[src/hdl/ucdc_pkg.sv]
// ----------------------------------------------------------------------------
// ucdc_pkg
// types, codes and descriptor rom shared by the cdc control responder
// ----------------------------------------------------------------------------
package ucdc_pkg;

    localparam int CTRL_PACKET_BYTES = 8;
    localparam int NUM_ENDPOINTS     = 4;
    localparam int DESC_ROM_BYTES    = 256;
    localparam int EP_W              = $clog2(NUM_ENDPOINTS);
    localparam int ROM_AW            = $clog2(DESC_ROM_BYTES);

    typedef enum logic [1:0] {
        ACT_DATA  = 2'd0,
        ACT_ZLP   = 2'd1,
        ACT_STALL = 2'd2,
        ACT_RESET = 2'd3
    } t_action;

    // register indexes of the configuration port
    typedef enum logic [1:0] {
        REG_BAUD   = 2'd0,
        REG_STOP   = 2'd1,
        REG_PARITY = 2'd2,
        REG_DBITS  = 2'd3
    } t_reg_index;

    // request keys: bRequest in high byte, bmRequestType in low byte
    localparam logic [15:0] KEY_GET_DESC   = 16'h0680;
    localparam logic [15:0] KEY_SET_ADDR   = 16'h0500;
    localparam logic [15:0] KEY_SET_CONFIG = 16'h0900;
    localparam logic [15:0] KEY_GET_CONFIG = 16'h0880;
    localparam logic [15:0] KEY_GST_DEV    = 16'h0080;
    localparam logic [15:0] KEY_GST_IF     = 16'h0081;
    localparam logic [15:0] KEY_GST_EP     = 16'h0082;
    localparam logic [15:0] KEY_SF_DEV     = 16'h0300;
    localparam logic [15:0] KEY_CF_DEV     = 16'h0100;
    localparam logic [15:0] KEY_SF_IF      = 16'h0301;
    localparam logic [15:0] KEY_CF_IF      = 16'h0101;
    localparam logic [15:0] KEY_SF_EP      = 16'h0302;
    localparam logic [15:0] KEY_CF_EP      = 16'h0102;
    localparam logic [15:0] KEY_SET_LC     = 16'h2021;
    localparam logic [15:0] KEY_GET_LC     = 16'h21A1;
    localparam logic [15:0] KEY_SET_CLS    = 16'h2221;

    localparam logic [15:0] DESC_DEV  = 16'h0100;
    localparam logic [15:0] DESC_CFG  = 16'h0200;
    localparam logic [15:0] DESC_LANG = 16'h0300;
    localparam logic [15:0] DESC_MFR  = 16'h0301;
    localparam logic [15:0] DESC_PROD = 16'h0302;

    localparam logic [ROM_AW-1:0] OFS_DEV  = ROM_AW'(0);
    localparam logic [ROM_AW-1:0] OFS_CFG  = ROM_AW'(18);
    localparam logic [ROM_AW-1:0] OFS_LANG = ROM_AW'(85);
    localparam logic [ROM_AW-1:0] OFS_MFR  = ROM_AW'(89);
    localparam logic [ROM_AW-1:0] OFS_PROD = ROM_AW'(115);
    localparam logic [6:0] LEN_DEV  = 7'd18;
    localparam logic [6:0] LEN_CFG  = 7'd67;
    localparam logic [6:0] LEN_LANG = 7'd4;
    localparam logic [6:0] LEN_MFR  = 7'd26;
    localparam logic [6:0] LEN_PROD = 7'd22;
    localparam logic [6:0] LEN_LC   = 7'd7;

    // data source of a job
    typedef enum logic [1:0] {
        SRC_NONE = 2'd0,
        SRC_ROM  = 2'd1,
        SRC_BUF  = 2'd2
    } t_source;

    typedef struct packed {
        logic [0:0]  command;
        logic [7:0]  request_type;
        logic [7:0]  request_code;
        logic [15:0] request_value;
        logic [15:0] request_index;
        logic [15:0] request_length;
    } t_in_item;

    typedef struct packed {
        logic [1:0]  action;
        logic [63:0] packet_data;
        logic [3:0]  packet_bytes;
        logic [0:0]  last;
        logic [6:0]  device_address;
        logic [7:0]  configuration_value;
        logic [7:0]  control_line_state;
    } t_out_item;

    // classified job passed from front to back
    typedef struct packed {
        t_action           action;
        t_source           source;
        logic [ROM_AW-1:0] offset;
        logic [6:0]        count;
        logic [55:0]       buf_data;
        logic [6:0]        device_address;
        logic [7:0]        configuration_value;
        logic [7:0]        control_line_state;
    } t_job;

    typedef enum logic [1:0] {
        BK_IDLE,
        BK_LOAD,
        BK_FETCH,
        BK_SEND
    } t_back_state;

    function automatic logic [7:0] rom_byte(input logic [ROM_AW-1:0] a);
        logic [7:0] d;
        d = 8'h00;
        case (int'(a))
            0: d = 8'h12; 1: d = 8'h01; 2: d = 8'h10; 3: d = 8'h01; 4: d = 8'h02;
            5: d = 8'h00; 6: d = 8'h00; 7: d = 8'h08; 8: d = 8'h40; 9: d = 8'h1C;
            10: d = 8'h37; 11: d = 8'h05; 12: d = 8'h01; 13: d = 8'h00;
            14: d = 8'h01; 15: d = 8'h02; 16: d = 8'h00; 17: d = 8'h01;
            18: d = 8'h09; 19: d = 8'h02; 20: d = 8'h43; 21: d = 8'h00;
            22: d = 8'h02; 23: d = 8'h01; 24: d = 8'h00; 25: d = 8'hC0;
            26: d = 8'hC8;
            27: d = 8'h09; 28: d = 8'h04; 29: d = 8'h00; 30: d = 8'h00;
            31: d = 8'h01; 32: d = 8'h02; 33: d = 8'h02; 34: d = 8'h00;
            35: d = 8'h00;
            36: d = 8'h05; 37: d = 8'h24; 38: d = 8'h00; 39: d = 8'h10;
            40: d = 8'h01;
            41: d = 8'h04; 42: d = 8'h24; 43: d = 8'h02; 44: d = 8'h00;
            45: d = 8'h05; 46: d = 8'h24; 47: d = 8'h06; 48: d = 8'h00;
            49: d = 8'h01;
            50: d = 8'h05; 51: d = 8'h24; 52: d = 8'h01; 53: d = 8'h00;
            54: d = 8'h01;
            55: d = 8'h07; 56: d = 8'h05; 57: d = 8'h83; 58: d = 8'h03;
            59: d = 8'h08; 60: d = 8'h00; 61: d = 8'hFF;
            62: d = 8'h09; 63: d = 8'h04; 64: d = 8'h01; 65: d = 8'h00;
            66: d = 8'h02; 67: d = 8'h0A; 68: d = 8'h00; 69: d = 8'h00;
            70: d = 8'h00;
            71: d = 8'h07; 72: d = 8'h05; 73: d = 8'h01; 74: d = 8'h02;
            75: d = 8'h40; 76: d = 8'h00; 77: d = 8'h00;
            78: d = 8'h07; 79: d = 8'h05; 80: d = 8'h82; 81: d = 8'h02;
            82: d = 8'h40; 83: d = 8'h00; 84: d = 8'h00;
            85: d = 8'h04; 86: d = 8'h03; 87: d = 8'h09; 88: d = 8'h04;
            89: d = 8'h1A; 90: d = 8'h03; 91: d = 8'h54; 93: d = 8'h69;
            95: d = 8'h6C; 97: d = 8'h6C; 99: d = 8'h20; 101: d = 8'h48;
            103: d = 8'h61; 105: d = 8'h72; 107: d = 8'h62; 109: d = 8'h61;
            111: d = 8'h75; 113: d = 8'h6D;
            115: d = 8'h16; 116: d = 8'h03; 117: d = 8'h4D; 119: d = 8'h49;
            121: d = 8'h53; 123: d = 8'h54; 125: d = 8'h20; 127: d = 8'h42;
            129: d = 8'h6F; 131: d = 8'h61; 133: d = 8'h72; 135: d = 8'h64;
            default: d = 8'h00;
        endcase
        return d;
    endfunction

endpackage

[src/hdl/usb_cdc_control_request_responder.sv]
// ----------------------------------------------------------------------------
// usb_cdc_control_request_responder
// answers usb setup requests for a cdc device, packets from a descriptor rom
// ----------------------------------------------------------------------------
//   channel | direction | handshake              | payload
//   in      | input     | i_in_valid/o_in_ready   | t_in_item
//   out     | output    | o_out_valid/i_out_ready | t_out_item
//   cfg     | input     | i_cfg_valid/o_cfg_ready | index 2 bits, data 32 bits
//
// the sender reads the rom one byte a cycle, and a full configuration
// descriptor is sent as 9 packets.
// synchronous active-low reset; no clearing pass. a two-entry queue lets the
// decoder keep taking transactions while the output side stalls.
module usb_cdc_control_request_responder (
    input  logic                i_clk,
    input  logic                i_rst_n,
    input  logic                i_in_valid,
    output logic                o_in_ready,
    input  ucdc_pkg::t_in_item  i_in_data,
    output logic                o_out_valid,
    input  logic                i_out_ready,
    output ucdc_pkg::t_out_item o_out_data,
    input  logic                i_cfg_valid,
    output logic                o_cfg_ready,
    input  logic [1:0]          i_cfg_index,
    input  logic [31:0]         i_cfg_data
);
    import ucdc_pkg::*;

    logic q_wr_valid, q_wr_ready, q_rd_valid, q_rd_ready;
    t_job q_wr_job, q_rd_job;

    ucdc_front u_front (
        .i_clk, .i_rst_n, .i_in_valid, .o_in_ready, .i_in_data,
        .i_cfg_valid, .o_cfg_ready, .i_cfg_index, .i_cfg_data,
        .o_job_valid(q_wr_valid), .i_job_ready(q_wr_ready), .o_job(q_wr_job)
    );

    ucdc_queue u_queue (
        .i_clk, .i_rst_n,
        .i_wr_valid(q_wr_valid), .o_wr_ready(q_wr_ready), .i_wr_job(q_wr_job),
        .o_rd_valid(q_rd_valid), .i_rd_ready(q_rd_ready), .o_rd_job(q_rd_job)
    );

    ucdc_back u_back (
        .i_clk, .i_rst_n,
        .i_job_valid(q_rd_valid), .o_job_ready(q_rd_ready), .i_job(q_rd_job),
        .o_out_valid, .i_out_ready, .o_out_data
    );
endmodule

[src/hdl/ucdc_front.sv]
// ----------------------------------------------------------------------------
// ucdc_front
// decodes setup transactions, updates device state and emits one job each
// ----------------------------------------------------------------------------
module ucdc_front (
    input  logic               i_clk,
    input  logic               i_rst_n,
    input  logic               i_in_valid,
    output logic               o_in_ready,
    input  ucdc_pkg::t_in_item i_in_data,
    input  logic               i_cfg_valid,
    output logic               o_cfg_ready,
    input  logic [1:0]         i_cfg_index,
    input  logic [31:0]        i_cfg_data,
    output logic               o_job_valid,
    input  logic               i_job_ready,
    output ucdc_pkg::t_job     o_job
);
    import ucdc_pkg::*;

    logic [31:0] r_baud;
    logic [1:0]  r_stop;
    logic [2:0]  r_parity;
    logic [4:0]  r_dbits;
    logic [6:0]  r_addr, n_addr;
    logic        r_addressed, n_addressed;
    logic        r_configured, n_configured;
    logic [7:0]  r_config, n_config;
    logic [7:0]  r_line, n_line;
    logic [NUM_ENDPOINTS-1:0] r_ep_en, n_ep_en;
    t_job        n_job;

    logic [15:0] key;
    logic [15:0] wval;
    logic [3:0]  ep;
    logic [15:0] wlen;
    logic        ep_ok;
    logic        ep_st_en;

    assign o_in_ready  = i_job_ready;
    assign o_job_valid = i_in_valid;
    assign o_cfg_ready = 1'b1;

    assign key  = {i_in_data.request_code, i_in_data.request_type};
    assign wval = i_in_data.request_value;
    assign ep   = i_in_data.request_index[3:0];
    assign wlen = i_in_data.request_length;
    assign ep_ok = (32'(ep) < NUM_ENDPOINTS);
    assign ep_st_en = ep_ok ? r_ep_en[ep[EP_W-1:0]] : 1'b0;

    function automatic logic [6:0] clip(input logic [6:0] sz, input logic [15:0] lim);
        return (16'(sz) < lim) ? sz : lim[6:0];
    endfunction

    always_comb begin
        n_addr       = r_addr;
        n_addressed  = r_addressed;
        n_configured = r_configured;
        n_config     = r_config;
        n_line       = r_line;
        n_ep_en      = r_ep_en;
        n_job        = '0;
        n_job.action = ACT_STALL;
        n_job.source = SRC_NONE;
        if (i_in_data.command[0]) begin
            n_addr       = '0;
            n_addressed  = 1'b0;
            n_configured = 1'b0;
            n_config     = '0;
            n_ep_en      = NUM_ENDPOINTS'(1);
            n_job.action = ACT_RESET;
        end else begin
            case (key)
                KEY_GET_DESC: begin
                    n_job.action = ACT_DATA;
                    n_job.source = SRC_ROM;
                    case (wval)
                        DESC_DEV: begin
                            n_job.offset = OFS_DEV;  n_job.count = clip(LEN_DEV, wlen);
                        end
                        DESC_CFG: begin
                            n_job.offset = OFS_CFG;  n_job.count = clip(LEN_CFG, wlen);
                        end
                        DESC_LANG: begin
                            n_job.offset = OFS_LANG; n_job.count = clip(LEN_LANG, wlen);
                        end
                        DESC_MFR: begin
                            n_job.offset = OFS_MFR;  n_job.count = clip(LEN_MFR, wlen);
                        end
                        DESC_PROD: begin
                            n_job.offset = OFS_PROD; n_job.count = clip(LEN_PROD, wlen);
                        end
                        default: begin
                            n_job.action = ACT_STALL;
                            n_job.source = SRC_NONE;
                        end
                    endcase
                end
                KEY_SET_ADDR: begin
                    n_addr       = wval[6:0];
                    n_addressed  = (wval != 16'd0);
                    n_configured = 1'b0;
                    n_job.action = ACT_ZLP;
                end
                KEY_SET_CONFIG: begin
                    n_config     = wval[7:0];
                    n_configured = (wval != 16'd0);
                    n_addressed  = 1'b1;
                    n_ep_en      = {{(NUM_ENDPOINTS-1){wval != 16'd0}}, r_ep_en[0]};
                    n_job.action = ACT_ZLP;
                end
                KEY_GET_CONFIG: begin
                    n_job.action   = ACT_DATA;
                    n_job.source   = SRC_BUF;
                    n_job.count    = 7'd1;
                    n_job.buf_data = {48'd0, r_config};
                end
                KEY_GST_DEV, KEY_GST_IF: begin
                    n_job.action = ACT_DATA;
                    n_job.source = SRC_BUF;
                    n_job.count  = 7'd2;
                end
                KEY_GST_EP: begin
                    if ((r_configured && ep_ok) || (r_addressed && ep == 4'd0)) begin
                        n_job.action   = ACT_DATA;
                        n_job.source   = SRC_BUF;
                        n_job.count    = 7'd2;
                        n_job.buf_data = {55'd0, ~ep_st_en};
                    end
                end
                KEY_SF_IF, KEY_CF_IF, KEY_SET_LC: n_job.action = ACT_ZLP;
                KEY_SF_EP, KEY_CF_EP: begin
                    if (wval == 16'd0 && ep != 4'd0 && ep_ok) begin
                        n_ep_en[ep[EP_W-1:0]] = (i_in_data.request_code == 8'h01);
                        n_job.action = ACT_ZLP;
                    end
                end
                KEY_GET_LC: begin
                    n_job.action   = ACT_DATA;
                    n_job.source   = SRC_BUF;
                    n_job.count    = clip(LEN_LC, wlen);
                    n_job.buf_data = {3'd0, r_dbits, 5'd0, r_parity, 6'd0, r_stop, r_baud};
                end
                KEY_SET_CLS: begin
                    n_line       = wval[7:0];
                    n_job.action = ACT_ZLP;
                end
                default: n_job.action = ACT_STALL;
            endcase
        end
        n_job.device_address      = n_addr;
        n_job.configuration_value = n_config;
        n_job.control_line_state  = n_line;
    end

    assign o_job = n_job;

    always_ff @(posedge i_clk) begin
        if (!i_rst_n) begin
            r_addr       <= '0;
            r_addressed  <= 1'b0;
            r_configured <= 1'b0;
            r_config     <= '0;
            r_line       <= '0;
            r_ep_en      <= NUM_ENDPOINTS'(1);
            r_baud       <= 32'd115200;
            r_stop       <= '0;
            r_parity     <= '0;
            r_dbits      <= 5'd8;
        end else begin
            if (i_in_valid && i_job_ready) begin
                r_addr       <= n_addr;
                r_addressed  <= n_addressed;
                r_configured <= n_configured;
                r_config     <= n_config;
                r_line       <= n_line;
                r_ep_en      <= n_ep_en;
            end
            if (i_cfg_valid) begin
                unique case (t_reg_index'(i_cfg_index))
                    REG_BAUD:   r_baud   <= i_cfg_data;
                    REG_STOP:   r_stop   <= i_cfg_data[1:0];
                    REG_PARITY: r_parity <= i_cfg_data[2:0];
                    REG_DBITS:  r_dbits  <= i_cfg_data[4:0];
                    default:    r_baud   <= r_baud;
                endcase
            end
        end
    end
endmodule

[src/hdl/ucdc_queue.sv]
// ----------------------------------------------------------------------------
// ucdc_queue
// two-entry job queue between decoder and packet sender
// ----------------------------------------------------------------------------
module ucdc_queue (
    input  logic           i_clk,
    input  logic           i_rst_n,
    input  logic           i_wr_valid,
    output logic           o_wr_ready,
    input  ucdc_pkg::t_job i_wr_job,
    output logic           o_rd_valid,
    input  logic           i_rd_ready,
    output ucdc_pkg::t_job o_rd_job
);
    import ucdc_pkg::*;

    t_job       r_mem [2];
    logic       r_wp, r_rp;
    logic [1:0] r_cnt;
    logic       wr, rd;

    assign o_wr_ready = (r_cnt != 2'd2);
    assign o_rd_valid = (r_cnt != 2'd0);
    assign wr = i_wr_valid && o_wr_ready;
    assign rd = o_rd_valid && i_rd_ready;
    assign o_rd_job = r_mem[r_rp];

    always_ff @(posedge i_clk) begin
        if (wr) r_mem[r_wp] <= i_wr_job;
    end

    always_ff @(posedge i_clk) begin
        if (!i_rst_n) begin
            r_wp  <= 1'b0;
            r_rp  <= 1'b0;
            r_cnt <= '0;
        end else begin
            if (wr) r_wp <= ~r_wp;
            if (rd) r_rp <= ~r_rp;
            r_cnt <= r_cnt + 2'(wr) - 2'(rd);
        end
    end
endmodule

[src/hdl/ucdc_back.sv]
// ----------------------------------------------------------------------------
// ucdc_back
// splits a job into 8-byte packets, fetching rom bytes one per cycle
// ----------------------------------------------------------------------------
module ucdc_back (
    input  logic                i_clk,
    input  logic                i_rst_n,
    input  logic                i_job_valid,
    output logic                o_job_ready,
    input  ucdc_pkg::t_job      i_job,
    output logic                o_out_valid,
    input  logic                i_out_ready,
    output ucdc_pkg::t_out_item o_out_data
);
    import ucdc_pkg::*;

    t_back_state       r_state, n_state;
    t_job              r_job;
    logic [ROM_AW-1:0] r_ptr;
    logic [6:0]        r_left;
    logic [3:0]        r_chunk;
    logic [2:0]        r_idx;
    logic [63:0]       r_pkt;
    logic [3:0]        chunk_now;

    assign chunk_now = (r_left < 7'd8) ? r_left[3:0] : 4'd8;

    always_comb begin
        n_state = r_state;
        unique case (r_state)
            BK_IDLE:  if (i_job_valid) n_state = BK_LOAD;
            BK_LOAD:  n_state = (r_job.source == SRC_ROM && chunk_now != 4'd0)
                                ? BK_FETCH : BK_SEND;
            BK_FETCH: if (4'(r_idx) + 4'd1 == r_chunk) n_state = BK_SEND;
            BK_SEND:  if (i_out_ready) n_state = (r_left == 7'd0) ? BK_IDLE : BK_LOAD;
            default:  n_state = BK_IDLE;
        endcase
    end

    always_comb begin
        o_job_ready = (r_state == BK_IDLE);
        o_out_valid = (r_state == BK_SEND);
        o_out_data.action              = r_job.action;
        o_out_data.packet_data         = r_pkt;
        o_out_data.packet_bytes        = r_chunk;
        o_out_data.last                = (r_left == 7'd0);
        o_out_data.device_address      = r_job.device_address;
        o_out_data.configuration_value = r_job.configuration_value;
        o_out_data.control_line_state  = r_job.control_line_state;
    end

    always_ff @(posedge i_clk) begin
        if (!i_rst_n) begin
            r_state <= BK_IDLE;
        end else begin
            r_state <= n_state;
        end
    end

    always_ff @(posedge i_clk) begin
        unique case (r_state)
            BK_IDLE: begin
                if (i_job_valid) begin
                    r_job  <= i_job;
                    r_ptr  <= i_job.offset;
                    r_left <= i_job.count;
                end
            end
            BK_LOAD: begin
                r_chunk <= chunk_now;
                r_left  <= r_left - 7'(chunk_now);
                r_idx   <= '0;
                if (r_job.source == SRC_BUF) begin
                    r_pkt <= 64'(r_job.buf_data & ~(56'hFF_FFFF_FFFF_FFFF << (8 * chunk_now)));
                end else begin
                    r_pkt <= '0;
                end
            end
            BK_FETCH: begin
                r_pkt[8*r_idx +: 8] <= rom_byte(r_ptr);
                r_ptr <= r_ptr + ROM_AW'(1);
                r_idx <= r_idx + 3'd1;
            end
            BK_SEND: ;
            default: ;
        endcase
    end
endmodule

[config.mk]
export PLATFORM = sky130hd
export DESIGN_NAME = usb_cdc_control_request_responder
export DESIGN_NICKNAME = d
export VERILOG_FILES = /design/src/hdl/ucdc_pkg.sv /design/src/hdl/usb_cdc_control_request_responder.sv /design/src/hdl/ucdc_front.sv /design/src/hdl/ucdc_queue.sv /design/src/hdl/ucdc_back.sv
export SDC_FILE = /design/constraint.sdc
export NUM_CORES = 1
export LEC_CHECK = 0
export BUFFER_PORTS_ARGS = -buffer_cell sky130_fd_sc_hd__buf_2
export CORE_MARGIN = 1
export CORE_UTILIZATION = 30
export CTS_CLUSTER_SIZE = 10
export DETAILED_ROUTE_END_ITERATION = 16
export PLACE_DENSITY = 0.49
export RECOVER_POWER = 25
export SKIP_CTS_REPAIR_TIMING = 1
export SYNTH_ARGS = -nofsm -noshare
export SYNTH_HDL_FRONTEND = slang
export SYNTH_SLANG_ARGS = --single-unit
export TNS_END_PERCENT = 50
[constraint.sdc]
create_clock -name i_clk -period 15 [get_ports i_clk]
set_clock_uncertainty 0.1 [all_clocks]
set_input_delay 2.25 -clock i_clk [delete_from_list [all_inputs] [get_ports i_clk]]
set_output_delay 2.25 -clock i_clk [all_outputs]
set_load 0.02 [all_outputs]
==> key figures, run 1 <==
Min path
  • HP Start: u_front.r_ep_en[0]
  • Tightest Hold Check Type: reg -> reg

Power and ir drop
  • Switching power: about 1.7 mW
  • Internal power: about 2.7 mW
  • Net switching share of the total power: 0.3869
  • Seq pwr share: 0.400
  • Logic gate share of total power: 0.364
  • Clock power frac: 0.236
  • Max IR drop VDD: 0.1014 mV
  • Pleak: approximately 7.6 nW
  • Cell Pwr Density: roughly 210 mW/mm²

Finish
  • Final instance area: between 0.02 and 0.025 mm²
  • Final Non-Filler Cells: ~2500
  • Commonest non-fill, non-tap cell in the layout: edfxtp_1
  • Area growth syn-to-layout: 15.22%
  • Final #Nets: ~1800
  • Most frequent cells in the layout: edfxtp_1 (319), nand2_1 (201), buf_2 (187)
  • Layout cells sized above 1: 0.1918
  • Diodes inserted: 0
  • Fill cells: 5996

CTS
  • TritonCTS clock tree: yes
  • Clk buf depth: 3
  • H-tree Lvls: 2
  • Root Buffer: clkbuf_16
  • Worst-skew pair later-pin latency: ~570 ps
  • Cts bufs inserted: 47
  • Clock sinks: 405
  • CTS clk-pin slew, worst paths: 60 ps

Critical path
  • Crit path max fanout: 70
  • FF-to-FF Start: u_back.r_state[0]
  • Crit. End Element: register
  • CP startpoint: u_back.r_state[0]
  • Crit path cell chain: inv_1 > ha_1 > o21ai_0 > inv_2 > clkbuf_1 > ha_1 > inv_1 > ha_1 > xnor2_1 > xnor2_1 > and2_1
  • Reg-to-Reg End: u_queue.r_cnt[1]
  • Worst setup path endpoint: u_queue.r_cnt[1]
  • Worst Path Arrival: 6220 ps
  • CP startpoint kind: register
  • Slowest Stage Delay on Critical Path: about 3100 ps
  • Reg2reg setup slack: around 9100 ps
  • Worst r2r path cells: 11
  • Most used cell along the critical path: ha_1
  • Cell at the slowest stage of the critical path: clkbuf_1
  • Critical path class: reg -> reg
  • Critical path data required time: between 15000 and 20000 ps

Die
  • Die span in x: approximately 250 µm
  • I/O pin cnt: between 200 and 250
  • Core area: 0.06070 mm²
  • Site row count: 90
  • Die Y: 250.7 µm
  • DIE AREA: 0.06283 mm²
  • Starting Density: 0.3056

Global routing
  • Vias in the first global route: 12280
  • Initial antenna violation count: 8
  • Tot GR Track Use: 0.1577
  • Largest net degree at the start of global routing: 71
  • First-pass GRT wire length: about 76000 µm
  • Gr ovfl total: 0

STA
  • Setup TNS: 0 ps
  • Worst Tran Pin Value: about 4400 ps
  • Max Slew Vio Count: between 150 and 200
  • Final Setup Violations: 0
  • Final hold vios: 0
  • Top achievable clock speed: about 170 MHz
  • Fin crit period: about 5900 ps
  • Relative slew slack: -1.950
  • Unrepaired setup endpoints after global routing: false
  • Fin crit share: 0.3906

Detailed routing
  • Via density: about 5.1
  • Routed WL: 50520 µm
  • Remaining DRCs: 0
  • Wire length per cell: about 20 µm
  • Vias post-DR: 12680
  • DR iter-0 viols: roughly 980
  • Antenna violation net count after detailed routing: 0
  • TritonRoute pass-1 iters: 5

Synthesis
  • Unique cell type count in the Yosys netlist: a little under 90
  • Synth async-reset ratio: 0
  • Register area share after synthesis: 0.6092
  • Ranking of synthesized cells by area: edfxtp_1 (52%), dfxtp_1 (9.3%), mux2_2 (4.8%), nand2_1 (4.1%), mux2i_1 (2.6%)
  • EDFF count, synth: about 320
  • Post-Syn Area: ~0.019 mm²
  • Share of the synthesized area in the top cell type: 0.5164
  • Synth Area per Inst: roughly 12 µm²
  • YS warnings: 0
  • Synth Register Bits: roughly 410
  • Post-synth top area cell: edfxtp_1
  • Mapped Cells: around 1600
  • Most used DFF post-synth: edfxtp_1

Placement
  • Placed Cells: ~2400
  • PortBufs: between 150 and 200
  • Routability cong.: 0.8603
  • Cell Area, Placed: around 0.020 mm²
  • Post-DP HPWL: 34010 µm

Status
  • Outcome: finished with violations
  • Failing checks: max-capacitance violations, max-slew violations

Job
  • Max Cap Viol: 4
==> worst min path at each step <==
stage / to / slack, ps / depth (start not counted)
3_5_place_dp: u_front.r_ep_en[0] / 340 / 1
4_1_cts: u_front.r_baud[3] / 360 / 2
3_3_place_gp: u_front.r_ep_en[0] / 330 / 1
5_1_grt: u_front.r_baud[6] / 370 / 2
6_report: u_front.r_ep_en[0] / 350 / 1
2_1_floorplan: u_front.r_ep_en[0] / 310 / 1
==> through the flow <==
step	hold WS (ps)	power (mW)	util	setup slack, ps
2_1_floorplan	310.1	2.920	-	8484
3_3_place_gp	333.4	3.437	0.3301	9756
3_5_place_dp	340.5	3.432	0.3301	9634
4_1_cts	358.7	4.510	0.3528	9827
5_1_grt	374.7	4.715	0.3521	8550
6_report	354.7	4.465	0.3521	9142
==> per-layer routing <==
metal  track usage  wire (µm)  vias up
li1              -          -     6028
met3       0.03336       2953       83
met5             0        108        -
met1        0.2210      23740     6172
met2        0.2450      22700      385
met4       0.04382       1022       16
==> power groups by stage <==
stage	logic, mW	registers [mW]	clock network [mW]
final	1.63	1.79	1.05
after global placement	1.64	1.79	0
after CTS	1.64	1.78	1.09
after detailed placement	1.63	1.80	0
after global routing	1.77	1.82	1.13
after floorplan	1.13	1.79	0
==> cell usage after synthesis (13+ instances only) <==
master	count
nor2_1	113
nor2b_1	18
nor4_1	16
a211oi_1	15
inv_1	22
edfxtp_1	319
a21boi_0	38
a31oi_1	13
nand2_1	201
nand3_1	39
a21oi_1	62
mux2_2	79
buf_4	29
clkbuf_1	59
and2_1	47
mux2i_1	49
nand2b_1	13
buf_1	15
nor3_1	18
o21ai_0	41
a22o_1	29
dfxtp_1	86
ha_1	22
==> state kept, by name (all words and copies together) (netlist names), 5 cells and up, named ones only <==
register / count
u_back.o_out_data: 25
u_front.r_dbits: 5
u_back.r_job: 44
u_front.r_baud: 32
u_front.r_addr: 7
u_front.r_line: 8
u_queue.r_mem: 164
u_front.r_config: 8
u_back.r_left: 7
u_back.r_pkt: 64
u_back.r_ptr: 8
==> cells by family after synthesis <==
group | synth area share
AND/OR/NAND/NOR | 0.1396
flip-flops | 0.6092
AO/OA/AOI/OAI | 0.1153
buffers and inverters | 0.03642
multiplexers | 0.07744
adder cells (fa/ha/maj) | 0.01484
XOR/XNOR | 0.007015
other | 0.0002022
==> worst max-delay path, delay by kind of cell (launching register included) <==
kind	cells	cell delay, ps
buffers and inverters	4	3400
adder cells (fa/ha/maj)	3	1140
AO/OA/AOI/OAI	1	410
flip-flops	1	330
XOR/XNOR	2	210
AND/OR/NAND/NOR	1	150
==> layout make-up <==
| class | instances | area (µm²) | share of cell area |
|---|---|---|---|
| clock inverters | 5 | 61.31 | 0.002869 |
| repair buffers | 202 | 1030 | 0.04818 |
| well taps | 782 | 978.4 | 0.04578 |
| flip-flops and latches | 405 | 11300 | 0.5288 |
| inverters | 26 | 101.3 | 0.004742 |
| multi-input cells | 1006 | 6583 | 0.3080 |
| clock buffers | 82 | 1318 | 0.06165 |
(Power assumes the default switching activity.)
==> run 2, diff against run 1 <==
==> constraint.sdc (replaced) <==
create_clock -name i_clk -period 5.5 [get_ports i_clk]
set_clock_uncertainty 0.1 [all_clocks]
set_input_delay 0.825 -clock i_clk [delete_from_list [all_inputs] [get_ports i_clk]]
set_output_delay 0.825 -clock i_clk [all_outputs]
set_load 0.02 [all_outputs]
==> key figures, run 2 (same netlist as run 1, synthesis figures left out) <==
STA
  • Setup TNS: 0 ps (unchanged)
  • Unrepaired setup endpoints after global routing: false
  • Top achievable clock speed: 239.0 MHz (+40%)
  • Fin crit share: 0.7608 (+0.3702)
  • Final hold vios: 0 (unchanged)
  • Max Slew Vio Count: 128 (-35%)
  • Fin crit period: 4184 ps (-1674 ps)
  • Relative slew slack: -0.7152 (+1.235)
  • Worst Tran Pin Value: 2573 ps (-1852 ps)
  • Final Setup Violations: 0 (unchanged)

Critical path
  • Crit. End Element: register
  • FF-to-FF Start: u_back.r_state[0]
  • Worst Path Arrival: 4520 ps (-1700 ps)
  • Critical path class: reg -> reg
  • CP startpoint: u_back.r_state[0]
  • CP startpoint kind: register
  • Critical path data required time: 5840 ps (-9530 ps)
  • Reg2reg setup slack: 1320 ps (-7830 ps)
  • Crit path max fanout: 15 (-79%)
  • Worst r2r path cells: 14 (+3)

Global routing
  • Tot GR Track Use: 0.1573 (-0.0003483)
  • Gr ovfl total: 0 (unchanged)
  • First-pass GRT wire length: 75900 µm (+0.10%)
  • Initial antenna violation count: 9 (+1)
  • Largest net degree at the start of global routing: 74 (+4.2%)
  • Vias in the first global route: 12330 (+0.42%)

CTS
  • TritonCTS clock tree: yes
  • Clk buf depth: 3 (unchanged)
  • Cts bufs inserted: 47 (unchanged)
  • Clock sinks: 405 (unchanged)
  • Root Buffer: clkbuf_16
  • CTS clk-pin slew, worst paths: 60 ps (about the same)
  • Worst-skew pair later-pin latency: 570 ps (about the same)
  • H-tree Lvls: 2 (unchanged)

Placement
  • PortBufs: 187 (unchanged)
  • Routability cong.: 0.8401 (-2.3%)
  • Post-DP HPWL: 34310 µm (+0.86%)

Finish
  • Layout cells sized above 1: 0.1739 (-0.01788)
  • Largest register FFs: 164 (unchanged)
  • Final #Nets: 1819 (+0.28%)
  • Reg area: 0.01130 mm² (about the same)
  • Commonest non-fill, non-tap cell in the layout: edfxtp_1
  • Most frequent cells in the layout: edfxtp_1 (319), nand2_1 (201), buf_2 (131)
  • Finished Core Util: 0.3521 (about the same)
  • Biggest regs: u_queue.r_mem x164, u_back.r_pkt x64, u_back.r_job x44
  • Area of the multi-input gates: 0.006580 mm² (about the same)
  • Area growth syn-to-layout: 15.20% (about the same)
  • Fill cells: 5995 (-0.017%)
  • Reg with most FFs: u_queue.r_mem

Detailed routing
  • Wire length per cell: 19.88 µm (-1.3%)
  • TritonRoute pass-1 iters: 5 (unchanged)
  • Routed WL: 49990 µm (-1.0%)
  • Antenna violation net count after detailed routing: 0 (unchanged)
  • Vias post-DR: 12610 (-0.57%)
  • Via density: 5.017 (-0.80%)
  • Remaining DRCs: 0 (unchanged)
  • DR iter-0 viols: 903 (-7.5%)

Die
  • Die span in x: 250.7 µm (unchanged)
  • I/O pin cnt: 201 (unchanged)
  • Core area: 0.06070 mm² (unchanged)
  • DIE AREA: 0.06283 mm² (unchanged)
  • Site row count: 90 (unchanged)
  • Die Y: 250.7 µm (unchanged)
  • Starting Density: 0.3056 (unchanged)

Power and ir drop
  • Max IR drop VDD: 0.2582 mV (+150%)
  • Pleak: 7.519 nW (-1.7%)
  • Cell Pwr Density: 567.2 mW/mm² (+170%)

Status
  • Outcome: finished with violations
  • Failing checks: max-capacitance violations, max-slew violations

Min path
  • Tightest Hold Check Type: reg -> reg
  • HP Start: u_front.r_ep_en[0]
  • Hold depth: 1 (unchanged)

Job
  • Max Cap Viol: 3 (-1)
-- run 2: changes by cell type in the layout (fill, tap and decap cells not counted), sizes merged --
cell,before,now
clkinvlp,1,0
clkbuf,87,145
buf,197,148
bufinv,1,0
diode,0,1
inv,26,24
-- run 2: how the worst min path moves through the flow --
stage	endpoint	slack, ps
final	u_front.r_ep_en[0]	350
after global routing	u_front.r_dbits[3]	370
after CTS	u_front.r_ep_en[0]	350
after detailed placement	u_front.r_ep_en[0]	330
after global placement	u_front.r_ep_en[0]	330
after floorplan	u_front.r_ep_en[0]	310
-- run 2: critical path, cell delays in order (launching register included) --
cell,delay [ps]
dfxtp_1,330
inv_1,130
ha_1,420
or3b_1,580
o21ai_4,150
inv_4,120
mux2i_1,140
buf_4,220
inv_1,190
ha_1,650
nand2_1,180
and2_1,240
o32ai_1,130
nor3_1,90
o311ai_1,350
-- run 2: cell type report --
cell class	count	area share
Clock buffer	86	0.06435
Sequential cell	405	0.5290
Multi-Input combinational cell	1006	0.3079
Antenna cell	1	0.0001171
Clock inverter	1	0.0004099
Inverter	26	0.004801
Timing Repair Buffer	207	0.04760
Tap cell	782	0.04579
-- run 2: metrics by stage --
step	total power [mW]	setup WS, ps	instance area [µm²]	cells	hold WS (ps)
floorplan	7.963	409.2	18550	1553	310.1
global placement	9.389	1350	20080	2426	332.7
detailed placement	9.381	1313	20080	2426	333.4
CTS	12.30	1320	21470	2513	347.1
global route	12.83	1046	21370	2514	370.9
finish	12.12	1316	21370	2514	352.8
-- run 2: power by group --
group          switching (mW)  total, mW  internal, mW  leakage (nW)
logic                    2.99       4.44          1.45          3.09
registers               0.519       4.83          4.31          3.78
clock network            1.18       2.85          1.67         0.658
total                    4.69       12.1          7.43          7.52
-- run 2: routing by layer --
metal	up-vias	track usage	wire length [µm]
met5	-	0	115
met4	16	0.05504	1488
met3	112	0.03014	2891
met2	387	0.2411	22130
met1	6063	0.2209	23370
li1	6034	-	-
==> run 3, diff against run 2 <==
--- a/config.mk
+++ b/config.mk
@@ -5,6 +5,7 @@
 export SDC_FILE = /design/constraint.sdc
 export NUM_CORES = 1
 export LEC_CHECK = 0
+export ABC_AREA = 1
 export BUFFER_PORTS_ARGS = -buffer_cell sky130_fd_sc_hd__buf_2
 export CORE_MARGIN = 1
 export CORE_UTILIZATION = 30
==> constraint.sdc (replaced) <==
create_clock -name i_clk -period 3.95 [get_ports i_clk]
set_clock_uncertainty 0.1 [all_clocks]
set_input_delay 0.5925 -clock i_clk [delete_from_list [all_inputs] [get_ports i_clk]]
set_output_delay 0.5925 -clock i_clk [all_outputs]
set_load 0.02 [all_outputs]
==> key figures, run 3 <==
Critical path
  • Crit path max fanout: 23 (+8)
  • FF-to-FF Start: u_back.r_state[0]
  • Critical path data required time: 4320 ps (-1520 ps)
  • CP startpoint kind: register
  • Crit. End Element: register
  • CP startpoint: u_back.r_state[0]
  • Reg2reg setup slack: 720 ps (-600 ps)
  • Critical path class: reg -> reg
  • Worst Path Arrival: 3610 ps (-910 ps)

Detailed routing
  • Wire length per cell: 17.01 µm (-14%)
  • TritonRoute pass-1 iters: 11 (+6)
  • Via density: 4.614 (-8.0%)
  • DR iter-0 viols: 946 (+4.8%)
  • Antenna violation net count after detailed routing: 0 (unchanged)
  • Routed WL: 51330 µm (+2.7%)
  • Remaining DRCs: 1 (+1)
  • Vias post-DR: 13930 (+10%)

Placement
  • Placed Cells: 2930 (+21%)
  • Cell Area, Placed: 0.02028 mm² (+0.96%)
  • PortBufs: 187 (unchanged)
  • Routability cong.: 0.8798 (+4.7%)
  • Post-DP HPWL: 36360 µm (+6.0%)
  • Place WS: 786.1 ps (-527.0 ps)

STA
  • Top achievable clock speed: 309.2 MHz (+29%)
  • Fin crit period: 3234 ps (-950.2 ps)
  • Final hold vios: 0 (unchanged)
  • Unrepaired setup endpoints after global routing: false
  • Worst Tran Pin Value: 2480 ps (-93.32 ps)
  • Final Setup Violations: 0 (unchanged)
  • Final setup margin: 715.8 ps (-599.8 ps)
  • Max Slew Vio Count: 136 (+6.3%)
  • Relative slew slack: -0.6530 (+0.06221)
  • Fin crit share: 0.8188 (+0.05798)

Power and ir drop
  • Pleak: 8.717 nW (+16%)
  • Cell Pwr Density: 782.3 mW/mm² (+38%)
  • Total design power: 16.88 mW (+39%)
  • Max IR drop VDD: 0.3637 mV (+41%)

Finish
  • Final Non-Filler Cells: 3018 (+20%)
  • Final #Nets: 2268 (+25%)
  • Diodes inserted: 0 (-1)
  • Commonest non-fill, non-tap cell in the layout: nand2_1
  • Most frequent cells in the layout: nand2_1 (529), edfxtp_1 (319), inv_1 (196)
  • Fill cells: 6363 (+6.1%)
  • Reg with most FFs: u_queue.r_mem
  • Largest register FFs: 164 (unchanged)
  • Layout cells sized above 1: 0.1174 (-0.05651)
  • Finished Core Util: 0.3503 (-0.001785)
  • Final instance area: 0.02158 mm² (+0.97%)
  • Biggest regs: u_queue.r_mem x164, u_back.r_pkt x64, u_back.r_job x44
  • Area growth syn-to-layout: 15.64%

Synthesis
  • Register area share after synthesis: 0.6056 (-0.003595)
  • Post-Synth Adder-Cell Area: 0.01475 (-0.00008757)
  • Synth Area in XOR/XNOR: 0.004225 (-0.002791)
  • Synth Register Bits: 405 (unchanged)
  • Synth Area in Compound Gates: 0.09495 (-0.02033)
  • Unique cell type count in the Yosys netlist: 56 (-37%)
  • Synth async-reset ratio: 0 (unchanged)
  • Mapped Cells: 1981 (+28%)
  • EDFF count, synth: 319 (unchanged)
  • Synth Area per Inst: 9.419 µm² (-21%)
  • YS warnings: 0 (unchanged)
  • Count leader, synth: nand2_1
  • Share of the synthesized area in the top cell type: 0.5134 (-0.003047)
  • Post-synth top area cell: edfxtp_1
  • Post-Syn Area: 0.01866 mm² (+0.59%)
  • Post-synthesis simple-gate area fraction: 0.2109 (+0.07133)
  • Main combinational cell family by area after synthesis: simple AND/OR/NAND/NOR gates
  • Most used DFF post-synth: edfxtp_1
  • Ranking of synthesized cells by area: edfxtp_1 (51%), nand2_1 (11%), dfxtp_1 (9.2%), o21ai_0 (4.1%), inv_1 (3.9%)
  • Post-synthesis mux area share: 0 (-0.07744)
  • Top cells by count, synth: nand2_1 (527), edfxtp_1 (319), inv_1 (194), nor2_1 (194), o21ai_0 (152)

CTS
  • Cts bufs inserted: 47 (unchanged)
  • Clk buf depth: 3 (unchanged)
  • Root Buffer: clkbuf_16
  • Clock sinks: 405 (unchanged)
  • Worst-skew pair later-pin latency: 580 ps (about the same)
  • TritonCTS clock tree: yes
  • CTS clk-pin slew, worst paths: 60 ps (about the same)
  • H-tree Lvls: 2 (unchanged)

Job
  • Max Cap Viol: 2 (-1)

Min path
  • HP Start: i_cfg_data[14]
  • Tightest Hold Check Type: in -> reg

Die
  • Die span in x: 251.4 µm (+0.30%)
  • Site row count: 91 (+1.1%)
  • I/O pin cnt: 201 (unchanged)
  • Starting Density: 0.3029 (-0.002688)
  • Core area: 0.06160 mm² (+1.5%)
  • DIE AREA: 0.06320 mm² (+0.59%)
  • Die Y: 251.4 µm (+0.30%)

Global routing
  • First-pass GRT wire length: 78560 µm (+3.5%)
  • Initial antenna violation count: 6 (-3)
  • Met2 Usage GRT: 0.2647 (+0.02355)
  • Vias in the first global route: 13480 (+9.3%)
  • GRT met1 Usage: 0.2182 (-0.002733)
  • GR peak layer: met2
  • Largest net degree at the start of global routing: 77 (+4.1%)
  • Tot GR Track Use: 0.1615 (+0.004137)
  • Gr ovfl total: 0 (unchanged)
  • Met3 usage: 0.02827 (-0.001869)

Status
  • Outcome: finished with violations
  • Failing checks: design-rule violations, max-capacitance violations, max-slew violations
==> run 3: worst max-delay path, stage by stage (launching register included) <==
cell	delay, ps
dfxtp_1	390
inv_1	100
ha_1	270
inv_1	90
nand2_1	110
nand2_4	280
inv_4	110
nand2_1	90
nand2_2	160
ha_1	290
nand3_2	190
inv_1	150
nand2_1	100
o21ai_0	100
nand2_1	80
nand2_1	100
a21oi_1	170
nand2_1	90
nand2_1	80
nand2_1	70
==> run 3: power breakdown <==
part           switching (mW)  internal (mW)
clock network            1.70           2.32
registers               0.517           6.03
logic                    4.71           1.61
==> run 3: final cells by class <==
| class | instances | area, µm² | share of cell area |
|---|---|---|---|
| Clock buffer | 83 | 1351 | 0.06263 |
| Clock inverter | 5 | 63.81 | 0.002957 |
| Inverter | 204 | 769.5 | 0.03566 |
| Multi-Input combinational cell | 1281 | 6051 | 0.2804 |
| Sequential cell | 405 | 11300 | 0.5237 |
| Tap cell | 837 | 1047 | 0.04854 |
| Timing Repair Buffer | 203 | 993.5 | 0.04604 |
==> run 3: cells by family (layout without fill, tap and decap cells) <==
family / after synthesis / count (layout)
AOI/OAI and AO/OA: 324 / 324
xor gates and xnor gates: 9 / 9
adders and majority gates: 22 / 22
buffers and inverters: 296 / 495
DFF: 405 / 405
other: 1 / 2
and+or+nand+nor: 924 / 924
==> run 3: final timing paths <==
| path | endpoint | cells after the start |
|---|---|---|
| setup reg to reg | register | 19 |
| hold reg to reg | u_front.r_ep_en[0] | 2 |
| setup / recovery | register | 19 |
| hold / removal | u_front.r_baud[14] | 3 |
==> run 3: per-stage QoR <==
stage,setup TNS [ps],hold slack [ps]
final,0,141.7
after global routing,0,129.5
after CTS,0,114.8
after detailed placement,0,333.2
after global placement,0,328.1
after floorplan,-91820,312.0
==> run 3: per-layer routing <==
layer	wire, µm	part of all wire
met2	23930	0.47
met1	23730	0.46
met4	1127	0.022
met5	71	0.0014
met3	2472	0.048
